### src/hdl/assert_macros.svh
// Assertion macros for the RTL files that check their own behavior.
`ifndef ASSERT_MACROS_SVH
`define ASSERT_MACROS_SVH

// Check a condition at every rising clock edge outside reset.
`define ASSERT_ALWAYS(label, cond, msg) \
   label: assert property (@(posedge clock) disable iff (reset) (cond)) else $error(msg);

// Check that a condition in one cycle implies another condition in the next one.
`define ASSERT_NEXT(label, ante, cons, msg) \
   label: assert property (@(posedge clock) disable iff (reset) (ante) |=> (cons)) \
      else $error(msg);

`endif

### src/hdl/bile_pkg.sv
// Types, request kinds and status codes for the bounded integer list engine.
package bile_pkg;

   localparam int CAPACITY_DEFAULT = 64;
   localparam int DATA_W           = 32;

   localparam logic [2:0] KIND_APPEND     = 3'd0;
   localparam logic [2:0] KIND_REMOVE_AT  = 3'd1;
   localparam logic [2:0] KIND_REMOVE_VAL = 3'd2;
   localparam logic [2:0] KIND_READ       = 3'd3;
   localparam logic [2:0] KIND_CONTAINS   = 3'd4;
   localparam logic [2:0] KIND_CLEAR      = 3'd5;

   localparam logic [1:0] ST_OK        = 2'd0;
   localparam logic [1:0] ST_BAD_POS   = 2'd1;
   localparam logic [1:0] ST_NOT_FOUND = 2'd2;
   localparam logic [1:0] ST_FULL      = 2'd3;

   typedef struct packed {
      logic [2:0]               kind;
      logic [5:0]               position;
      logic signed [DATA_W-1:0] value;
   } req_type;

   typedef struct packed {
      logic signed [DATA_W-1:0] data;
      logic [5:0]               found_index;
      logic [1:0]               status;
      logic [6:0]               count;
      logic                     is_empty;
   } rsp_type;

   // Finished result offered by the sequencer to the output stage.
   typedef struct packed {
      logic    valid;
      rsp_type rsp;
   } res_type;

endpackage

### src/hdl/bounded_int_list_engine.sv
// Append, clear, unused kinds and refused requests go from the idle state straight to done.
// Read and remove-at first read the entry; remove-at then shifts the later entries down.
// Contains scans from the head until a match or the end of the list; remove-by-value scans
// likewise, then shifts later entries down. Throughput: one request at a time, since the next
// is taken only once the result has moved to the output register; walks use one access a cycle.
// Synchronous active-high reset empties the list; entry contents are not cleared.
`include "assert_macros.svh"

module bounded_int_list_engine #(
   parameter int CAPACITY = bile_pkg::CAPACITY_DEFAULT
) (
   input  logic              clock,
   input  logic              reset,
   input  logic              req_valid,
   output logic              req_ready,
   input  bile_pkg::req_type req_data,
   output logic              rsp_valid,
   input  logic              rsp_ready,
   output bile_pkg::rsp_type rsp_data
);

   localparam int AW = $clog2(CAPACITY);

   // Sequencer to output stage.
   bile_pkg::res_type res;
   logic              slot_free;

   // Entry store ports.
   logic                        wr_en;
   logic [AW-1:0]               wr_addr;
   logic [bile_pkg::DATA_W-1:0] wr_data;
   logic                        rd_en;
   logic [AW-1:0]               rd_addr;
   logic [bile_pkg::DATA_W-1:0] rd_data;

   // Output register: holds a finished result while the sequencer takes the next request.
   logic              rsp_valid_ff, rsp_valid_in;
   bile_pkg::rsp_type rsp_data_ff,  rsp_data_in;

   bile_seq #(
      .CAPACITY (CAPACITY)
   ) u_seq (
      .clock     (clock),
      .reset     (reset),
      .req_valid (req_valid),
      .req_ready (req_ready),
      .req_data  (req_data),
      .slot_free (slot_free),
      .res       (res),
      .wr_en     (wr_en),
      .wr_addr   (wr_addr),
      .wr_data   (wr_data),
      .rd_en     (rd_en),
      .rd_addr   (rd_addr),
      .rd_data   (rd_data)
   );

   bile_ram #(
      .WIDTH (bile_pkg::DATA_W),
      .DEPTH (CAPACITY)
   ) u_entries (
      .clock   (clock),
      .wr_en   (wr_en),
      .wr_addr (wr_addr),
      .wr_data (wr_data),
      .rd_en   (rd_en),
      .rd_addr (rd_addr),
      .rd_data (rd_data)
   );

   // The slot frees up when empty or when its request leaves this cycle.
   assign slot_free = !rsp_valid_ff || rsp_ready;

   always_comb begin
      rsp_valid_in = rsp_valid_ff;
      rsp_data_in  = rsp_data_ff;
      if (res.valid && slot_free) begin
         // Load the finished request.
         rsp_valid_in = 1'b1;
         rsp_data_in  = res.rsp;
      end else if (rsp_ready) begin
         // Drop the delivered request.
         rsp_valid_in = 1'b0;
      end
   end

   always_ff @(posedge clock) begin
      if (reset) begin
         rsp_valid_ff <= 1'b0;
      end else begin
         rsp_valid_ff <= rsp_valid_in;
      end
   end

   always_ff @(posedge clock) begin
      rsp_data_ff <= rsp_data_in;
   end

   assign rsp_valid = rsp_valid_ff;
   assign rsp_data  = rsp_data_ff;

   // A taken request makes the sequencer busy, so requests are never accepted back to back.
   `ASSERT_NEXT(a_busy_after_accept, req_valid && req_ready, !req_ready, "ready right after accept")
   // A refused or missed request never carries a value.
   `ASSERT_ALWAYS(a_data_zero_on_error, !rsp_valid || rsp_data.status == bile_pkg::ST_OK || rsp_data.data == '0, "data set on error status")
   // A full refusal only happens at capacity.
   `ASSERT_ALWAYS(a_full_at_capacity, !res.valid || res.rsp.status != bile_pkg::ST_FULL || res.rsp.count == 7'(CAPACITY), "full status below capacity")
   // A result waiting on the sequencer is never lost while the slot is taken.
   `ASSERT_NEXT(a_result_held, res.valid && !slot_free, res.valid, "result dropped while output busy")

endmodule

### src/hdl/bile_ram.sv
// Generic simple dual-port RAM: one write port, one read port with registered data.
module bile_ram #(
   parameter int WIDTH = 32,
   parameter int DEPTH = 64
) (
   input  logic                     clock,
   input  logic                     wr_en,
   input  logic [$clog2(DEPTH)-1:0] wr_addr,
   input  logic [WIDTH-1:0]         wr_data,
   input  logic                     rd_en,
   input  logic [$clog2(DEPTH)-1:0] rd_addr,
   output logic [WIDTH-1:0]         rd_data
);

   logic [WIDTH-1:0] mem_ff [DEPTH];
   logic [WIDTH-1:0] rd_data_ff;

   always_ff @(posedge clock) begin
      if (wr_en) begin
         mem_ff[wr_addr] <= wr_data;
      end
      if (rd_en) begin
         rd_data_ff <= mem_ff[rd_addr];
      end
   end

   assign rd_data = rd_data_ff;

endmodule

### src/hdl/bile_seq.sv
// Request sequencer: decodes a request and walks the entry store one access a cycle.
module bile_seq #(
   parameter int CAPACITY = bile_pkg::CAPACITY_DEFAULT
) (
   input  logic                         clock,
   input  logic                         reset,
   input  logic                         req_valid,
   output logic                         req_ready,
   input  bile_pkg::req_type            req_data,
   input  logic                         slot_free,
   output bile_pkg::res_type            res,
   output logic                         wr_en,
   output logic [$clog2(CAPACITY)-1:0]  wr_addr,
   output logic [bile_pkg::DATA_W-1:0]  wr_data,
   output logic                         rd_en,
   output logic [$clog2(CAPACITY)-1:0]  rd_addr,
   input  logic [bile_pkg::DATA_W-1:0]  rd_data
);

   localparam int AW   = $clog2(CAPACITY);
   localparam int CW   = $clog2(CAPACITY + 1);
   localparam int CMPW = (CW > 6) ? CW : 6;
   localparam int WW   = (CW > 7) ? CW : 7;

   localparam logic [2:0] S_IDLE   = 3'd0;
   localparam logic [2:0] S_RDWAIT = 3'd1;
   localparam logic [2:0] S_SCAN   = 3'd2;
   localparam logic [2:0] S_SHIFT  = 3'd3;
   localparam logic [2:0] S_DONE   = 3'd4;

   logic [2:0]                  state_ff,  state_in;
   logic [2:0]                  kind_ff,   kind_in;
   logic [bile_pkg::DATA_W-1:0] val_ff,    val_in;
   logic [CW-1:0]               used_ff,   used_in;
   logic [CW-1:0]               idx_ff,    idx_in;
   logic [AW-1:0]               wa_ff,     wa_in;
   logic                        pend_ff,   pend_in;
   logic [bile_pkg::DATA_W-1:0] data_ff,   data_in;
   logic [5:0]                  fidx_ff,   fidx_in;
   logic [1:0]                  status_ff, status_in;

   logic [CMPW-1:0] pos_ext;
   logic            pos_bad;
   logic            idx_lt_used;
   logic            hit;
   logic [CW-1:0]   idx_dec;
   logic [WW-1:0]   where_wide;
   logic [WW-1:0]   cnt_wide;

   assign pos_ext     = CMPW'(req_data.position);
   assign pos_bad     = pos_ext >= CMPW'(used_ff);
   assign idx_lt_used = idx_ff < used_ff;
   // Shared comparator: the only value compare in the block.
   assign hit         = pend_ff && (rd_data == val_ff);
   assign idx_dec     = idx_ff - CW'(1);
   assign where_wide  = WW'(wa_ff);
   assign cnt_wide    = WW'(used_ff);

   always_comb begin
      state_in  = state_ff;
      kind_in   = kind_ff;
      val_in    = val_ff;
      used_in   = used_ff;
      idx_in    = idx_ff;
      wa_in     = wa_ff;
      pend_in   = pend_ff;
      data_in   = data_ff;
      fidx_in   = fidx_ff;
      status_in = status_ff;
      wr_en     = 1'b0;
      wr_addr   = wa_ff;
      wr_data   = rd_data;
      rd_en     = 1'b0;
      rd_addr   = idx_ff[AW-1:0];

      unique case (state_ff)
         S_IDLE: begin
            if (req_valid) begin
               kind_in   = req_data.kind;
               val_in    = req_data.value;
               data_in   = '0;
               fidx_in   = '0;
               status_in = bile_pkg::ST_OK;
               unique case (req_data.kind) inside
                  bile_pkg::KIND_APPEND: begin
                     if (used_ff >= CW'(CAPACITY)) begin
                        status_in = bile_pkg::ST_FULL;
                     end else begin
                        wr_en   = 1'b1;
                        wr_addr = used_ff[AW-1:0];
                        wr_data = req_data.value;
                        used_in = used_ff + CW'(1);
                     end
                     state_in = S_DONE;
                  end
                  bile_pkg::KIND_REMOVE_AT, bile_pkg::KIND_READ: begin
                     if (pos_bad) begin
                        status_in = bile_pkg::ST_BAD_POS;
                        state_in  = S_DONE;
                     end else begin
                        rd_en    = 1'b1;
                        rd_addr  = pos_ext[AW-1:0];
                        wa_in    = pos_ext[AW-1:0];
                        state_in = S_RDWAIT;
                     end
                  end
                  bile_pkg::KIND_REMOVE_VAL, bile_pkg::KIND_CONTAINS: begin
                     idx_in   = '0;
                     pend_in  = 1'b0;
                     state_in = S_SCAN;
                  end
                  bile_pkg::KIND_CLEAR: begin
                     used_in  = '0;
                     state_in = S_DONE;
                  end
                  default: begin
                     state_in = S_DONE;
                  end
               endcase
            end
         end
         S_RDWAIT: begin
            data_in = rd_data;
            if (kind_ff == bile_pkg::KIND_REMOVE_AT) begin
               idx_in   = CW'(wa_ff) + CW'(1);
               pend_in  = 1'b0;
               state_in = S_SHIFT;
            end else begin
               state_in = S_DONE;
            end
         end
         S_SCAN: begin
            if (hit) begin
               pend_in = 1'b0;
               if (kind_ff == bile_pkg::KIND_REMOVE_VAL) begin
                  data_in  = rd_data;
                  fidx_in  = where_wide[5:0];
                  idx_in   = CW'(wa_ff) + CW'(1);
                  state_in = S_SHIFT;
               end else begin
                  state_in = S_DONE;
               end
            end else if (idx_lt_used) begin
               rd_en   = 1'b1;
               wa_in   = idx_ff[AW-1:0];
               idx_in  = idx_ff + CW'(1);
               pend_in = 1'b1;
            end else begin
               status_in = bile_pkg::ST_NOT_FOUND;
               state_in  = S_DONE;
            end
         end
         S_SHIFT: begin
            // Move the entry read last cycle down by one place.
            if (pend_ff) begin
               wr_en = 1'b1;
            end
            if (idx_lt_used) begin
               rd_en   = 1'b1;
               wa_in   = idx_dec[AW-1:0];
               idx_in  = idx_ff + CW'(1);
               pend_in = 1'b1;
            end else if (pend_ff) begin
               pend_in = 1'b0;
            end else begin
               used_in  = used_ff - CW'(1);
               state_in = S_DONE;
            end
         end
         S_DONE: begin
            if (slot_free) begin
               state_in = S_IDLE;
            end
         end
         default: begin
            state_in = S_IDLE;
         end
      endcase
   end

   always_ff @(posedge clock) begin
      if (reset) begin
         state_ff <= S_IDLE;
         used_ff  <= '0;
         pend_ff  <= 1'b0;
      end else begin
         state_ff <= state_in;
         used_ff  <= used_in;
         pend_ff  <= pend_in;
      end
   end

   always_ff @(posedge clock) begin
      kind_ff   <= kind_in;
      val_ff    <= val_in;
      idx_ff    <= idx_in;
      wa_ff     <= wa_in;
      data_ff   <= data_in;
      fidx_ff   <= fidx_in;
      status_ff <= status_in;
   end

   assign req_ready           = (state_ff == S_IDLE);
   assign res.valid           = (state_ff == S_DONE);
   assign res.rsp.data        = data_ff;
   assign res.rsp.found_index = fidx_ff;
   assign res.rsp.status      = status_ff;
   assign res.rsp.count       = cnt_wide[6:0];
   assign res.rsp.is_empty    = (used_ff == '0);

endmodule

### config.mk
export PLATFORM = sky130hd
export DESIGN_NAME = bounded_int_list_engine
export DESIGN_NICKNAME = d
export VERILOG_FILES = /design/src/hdl/bile_pkg.sv /design/src/hdl/bounded_int_list_engine.sv /design/src/hdl/bile_ram.sv /design/src/hdl/bile_seq.sv
export VERILOG_INCLUDE_DIRS = /design/src /design/src/hdl
export SDC_FILE = /design/constraint.sdc
export NUM_CORES = 2
export LEC_CHECK = 0
export ABC_AREA = 1
export BUFFER_PORTS_ARGS = -buffer_cell sky130_fd_sc_hd__buf_4
export CORE_MARGIN = 5
export CORE_UTILIZATION = 37
export CTS_CLUSTER_SIZE = 8
export DETAILED_ROUTE_END_ITERATION = 12
export PLACE_DENSITY = 0.51
export RECOVER_POWER = 100
export SYNTH_ARGS = -nofsm -noshare
export SYNTH_HDL_FRONTEND = slang
export SYNTH_SLANG_ARGS = --single-unit
### constraint.sdc
create_clock -name clock -period 12.5 [get_ports clock]
set_clock_uncertainty 0.1 [all_clocks]
set_input_delay 1.25 -clock clock [delete_from_list [all_inputs] [get_ports clock]]
set_output_delay 1.25 -clock clock [all_outputs]
set_load 0.01 [all_outputs]
Word level (Yosys, flattened, before mapping) --
Memory sizes are Yosys's and may differ from the RTL's. A register that Yosys moved wholly into a read port is not among the register bits. Cells that the tools add are included.
Storage, ports and cells: bits in registers 148, memory bits (writable) 2048, input port bits 45, output and inout bits 50, word-level logic and storage cells 159, memories kept 1
Cells by class: add/sub/neg operators 5, magnitude comparators 3, eq/ne operators 31, muxes and demuxes 79, reduce and logical (&&, ||, !) cells 24
Memories:
- u_entries.mem_ff | depth 64, bits a word 32, read ports 1, clocked after Yosys merged registers in 1, write ports 1, RTL line bile_ram.sv:15 | logic [WIDTH-1:0] mem_ff [DEPTH];
Operator list (count):
- $mux W32 | 7
- $mux W6 | 17
- $pmux W32 S3 | 1
- $mux W7 | 10
- $eq A32 B32 Y1 | 1
- $pmux W7 S2 | 2
- $pmux W7 S4 | 1
- $mux W3 | 9
- $mux W1 | 19
- $pmux W6 S3 | 1
- $ne A2 B1 Y1 const B | 8
- $eq A3 B2 Y1 const B | 5
- $pmux W3 S5 | 1
- $reduce_and A5 Y1 | 3
- $add A7 B1 Y7 const B | 2
- $ne A2 B2 Y1 const B | 6
- $pmux W6 S2 | 1
- $reduce_and A4 Y1 | 3
- $eq A3 B1 Y1 const B | 3
- $eq A3 B3 Y1 const B | 3
- $ne A3 B3 Y1 const B | 3
- $mux W2 | 4
- $pmux W2 S2 | 2
- $add A6 B1 Y7 const B | 1
- other kinds (22) | 29

Depth between registers and ports, before layout --
depth after elaboration 7, mapped depth 23, depth with buffers taken out 19

Hierarchy --
From an unflattened synthesis, not the netlist that was laid out.
Unflattened totals: cells, all modules 7491, area total of the unflattened synthesis 90448.0 µm²
By module, submodules not included:
- bile_ram | instances 1, cells an instance 6770, area an instance 83060.9 µm², seq. area each 62459.9 µm²
- bile_seq | instances 1, cells an instance 667, area an instance 5898.2 µm², seq. area each 2862.7 µm²
- bounded_int_list_engine | instances 1, cells an instance 54, area an instance 1488.9 µm², seq. area each 1461.4 µm²

Worst setup path after synthesis --
No wires, ideal clock.
path type in2reg, start point in rsp_ready, end point reg rsp_data_ff (netlist bit rsp_data[0]), enable pin, setup time 576 ps, data arrival time 5927 ps, data required time 11824 ps, path slack 5897 ps, stages 2, path buffers 0, cell sequence nor2_1 -> nor4_1
On the way: longest elaborated chain between the ends 2
Ends and longest elaborated chain:
- start: declaration | RTL line bounded_int_list_engine.sv:18 | input logic rsp_ready,
- $logic_or A1 B1 Y1 | RTL line bounded_int_list_engine.sv:72 | assign slot_free = !rsp_valid_ff || rsp_ready;
- $logic_and A1 B1 Y1 | RTL line bounded_int_list_engine.sv:77 | if (res.valid && slot_free) begin
- end signal: assignment | RTL line bounded_int_list_engine.sv:96 | rsp_data_ff <= rsp_data_in;
- end: declaration | RTL line bounded_int_list_engine.sv:38 | bile_pkg::rsp_type rsp_data_ff, rsp_data_in;
No other way between the ends. A chain may end at the register's enable or synchronous reset.

Final worst setup path --
start point reg u_seq.state_ff[0], end point mem u_entries.mem_ff[0][30], enable pin
On the way: longest elaborated chain between the ends 4, elaborated cells on any way between the ends 6, classes of those cells 1 x eq/ne; 4 x mux; 1 x reduce/logical
Ends and longest elaborated chain:
- start: declaration | RTL line bile_seq.sv:31 | logic [2:0] state_ff, state_in;
- start signal: assignment | RTL line bile_seq.sv:187 | state_ff <= state_in;
- $eq A3 B2 Y1 / $logic_not A3 Y1 (equally long branches) | RTL line bile_seq.sv:76 | unique case (state_ff)
- $pmux W1 S2 | RTL line bile_seq.sv:76
- $mux W1 | RTL line bile_ram.sv:19 | if (wr_en) begin
- $mux W1 (implied by the code) | RTL line bile_ram.sv:20 | mem_ff[wr_addr] <= wr_data;
- end: declaration | RTL line bile_ram.sv:15
Several ways; a longest one is shown, not always the timed one.

==> impl_metrics.env <==
export IMPL_slew_headroom_pct=-168.8
export IMPL_grt_pass1_wl_um=452600
export IMPL_avgSynthCellArea_um2=10.42
export IMPL_busiest_layer="met2"
export IMPL_synth_edf_count=2216
export IMPL_numCtsBuffers=329
export IMPL_yosys_top_cells_area="edfxtp_1, nand3_1, nand2_1"
export IMPL_p_per_area_nw_per_um2=236.6
export IMPL_grt_use_total_pct=22.69
export IMPL_post_cts_buffers=0
export IMPL_cts_sinks=2228
export IMPL_endpoint_kind="register"
export IMPL_area_growth_pct=12.98
export IMPL_grtUsageMet2_pct=36.26
export IMPL_finalCritPeriodShare_pct=73.50
export IMPL_coreArea_um2=262000
export IMPL_final_core_util_pct=41.97
export IMPL_die_y_um=522.9
export IMPL_regArea_um2=66780
export IMPL_nFillCells=24942
export IMPL_setup_viol=0
export IMPL_dp_slack_ns=5.727
export IMPL_hp_class="reg2reg"
export IMPL_synth_seq_cells=2228
export IMPL_drt_iter0_markers=7569
export IMPL_wl_per_cell_um=24.32
export IMPL_async_flop_share_pct=0
export IMPL_cp_start_kind="register"
export IMPL_detail_route_antenna_nets=0
export IMPL_syn_num_nets=9402
export IMPL_ctsHtreeMaxLevel=5
export IMPL_path_clk_slew_ns=0.05
export IMPL_wl_um=316600
export IMPL_io_pins=95
export IMPL_antenna_found_initial=16
export IMPL_final_cell_mix="nand2_1, edfxtp_1, nand3_1, inv_1, clkbuf_16"
export IMPL_status="complete, but fails checks"
export IMPL_gp_congestion=0.8710
export IMPL_rsz0062_at_grt="false"
export IMPL_holdWs_ns=0.3143
export IMPL_cts_tree="built"
export IMPL_worstSetupPathType="reg2reg"
export IMPL_initial_core_util_pct=37.15
export IMPL_synth_distinct_cells=45
export IMPL_syn_cell_area_um2=97350
export IMPL_clockBufferDepth=4
export IMPL_dp_cells=12649
export IMPL_drcViolationCount=0
export IMPL_yosys_area_top_type="edfxtp_1"
export IMPL_rows=188
export IMPL_grt_max_degree=170
export IMPL_met1_usage_pct=31.25
export IMPL_layout_drive_gt1_share_pct=5.513
export IMPL_cts_hold_buf=0
export IMPL_synth_top_flop_cell="edfxtp_1"
export IMPL_yosys_warnings=0
export IMPL_dr_pass1_iters=7
export IMPL_met3_usage_pct=4.179
export IMPL_ir_drop_v=0.0001808
export IMPL_cp_arrival_ns=9.56
export IMPL_layout_nets=9528
export IMPL_setup_slack_ns=3.312
export IMPL_layout_cells_non_filler=13022
export IMPL_final_common_cell="nand2_1"
export IMPL_violations="capacitance limit, slew limit"
export IMPL_die_x_um=522.9
export IMPL_synthesis_instances=9339
export IMPL_num_vias=66464
export IMPL_worst_slew_pin_slew_ns=4.032
export IMPL_multi_input_area_um2=21100
export IMPL_p_leak_nw=45.58
export IMPL_synth_top_area_share_pct=68.36
export IMPL_fin_crit_ns=9.188
export IMPL_crit_fanout=40
export IMPL_via_per_inst=5.104
export IMPL_post_cts_resize_count=0
export IMPL_finalSetupTns_ns=0
export IMPL_root_buffer="clkbuf_16"
export IMPL_grt_ovfl_total=0
export IMPL_hold_viol=0
export IMPL_place_hpwl_um=166900
export IMPL_grt_pass1_vias=62835
export IMPL_die_area_um2=273500
export IMPL_portBuffers=94
export IMPL_synth_seq_area_share_pct=68.60
export IMPL_worstSkewPairLatency_ns=0.97
export IMPL_drv_slew=2806
export IMPL_max_freq_mhz=108.8
export IMPL_required_ns=12.87
export IMPL_cap_violations=94
-- where the power goes --
group	total, W	switching [W]	internal (W)
logic	0.00879	0.00674	0.00205
clock network	0.00775	0.00304	0.00471
registers	0.00948	0.000200	0.00928
total	0.0260	0.00997	0.0160
-- critical path, stage by stage, from the launching register on --
cell	delay, ns
dfxtp_1	0.33
nor2_1	0.15
nand2_1	0.21
nor2_8	0.73
inv_1	0.23
nor3_4	0.16
clkbuf_1	1.27
inv_1	0.43
o21ai_0	1.24
inv_1	0.25
nor3_1	0.32
nand2_1	0.39
nor2_4	0.17
clkbuf_1	2.60
-- per-stage QoR --
stage	total power (W)	cell area [um2]
finish	0.02602	110000
global route	0.02717	110000
CTS	0.02613	111000
detailed placement	0.01837	102400
global placement	0.01831	102400
floorplan	0.01495	97350
-- area by class of cell --
class | instances | share of cell area (%)
timing repair buffer | 257 | 1.411
sequential | 2228 | 60.72
tap | 3515 | 3.999
multi-input combinational | 4638 | 19.19
clock buffer | 363 | 7.737
clock inverter | 7 | 0.05802
antenna | 3 | 0.006826
inverter | 2011 | 6.876
-- cells by family after synthesis --
family,Yosys count,share of synthesized area (%)
AO/OA/AOI/OAI,130,0.7751
XOR/XNOR,22,0.1979
adder cells (fa/ha/maj),18,0.2314
buffers and inverters,2473,10.23
flip-flops,2228,68.60
AND/OR/NAND/NOR,4468,19.96
-- flip-flops by register name, indices dropped and copies added, names as in the netlist, 2 cells and up --
signal             cells
u_entries.mem_ff    2048
u_seq.val_ff          32
u_seq.wa_ff            6
u_seq.kind_ff          3
u_seq.fidx_ff          6
u_seq.status_ff        2
rsp_data              48
u_entries.rd_data     32
u_seq.data_ff         32
u_seq.cnt_wide         7
u_seq.state_ff         3
u_seq.idx_ff           7
-- final timing paths --
path         slack, ns                       to         startpoint  depth (start not counted)
max reg2reg       3.31  u_entries.mem_ff[0][30]  u_seq.state_ff[0]                         13
max               3.31  u_entries.mem_ff[0][30]  u_seq.state_ff[0]                         13
min reg2reg       0.31             rsp_data[23]   u_seq.data_ff[7]                          0
min               0.31             rsp_data[23]   u_seq.data_ff[7]                          0
-- Yosys cell counts, types with 4 or more instances --
library cell	count
nand2_1	2265
edfxtp_1	2216
nand3_1	2017
inv_1	2003
buf_2	285
nor2_1	140
clkbuf_1	80
o21ai_0	69
buf_4	48
buf_1	31
a21oi_1	22
nor3_1	21
buf_6	18
ha_1	18
xor2_1	14
dfxtp_1	12
nand4_1	8
xnor2_1	8
o22ai_1	7
o21ai_1	6
o221ai_1	6
inv_2	5
nand2_2	4
-- metal layers --
metal,up-vias,wire (um)
met2,2756,146100
met4,4,10580
met3,487,25900
met5,-,24
met1,32759,134000
li1,30458,-
(Power assumes the default switching activity.)
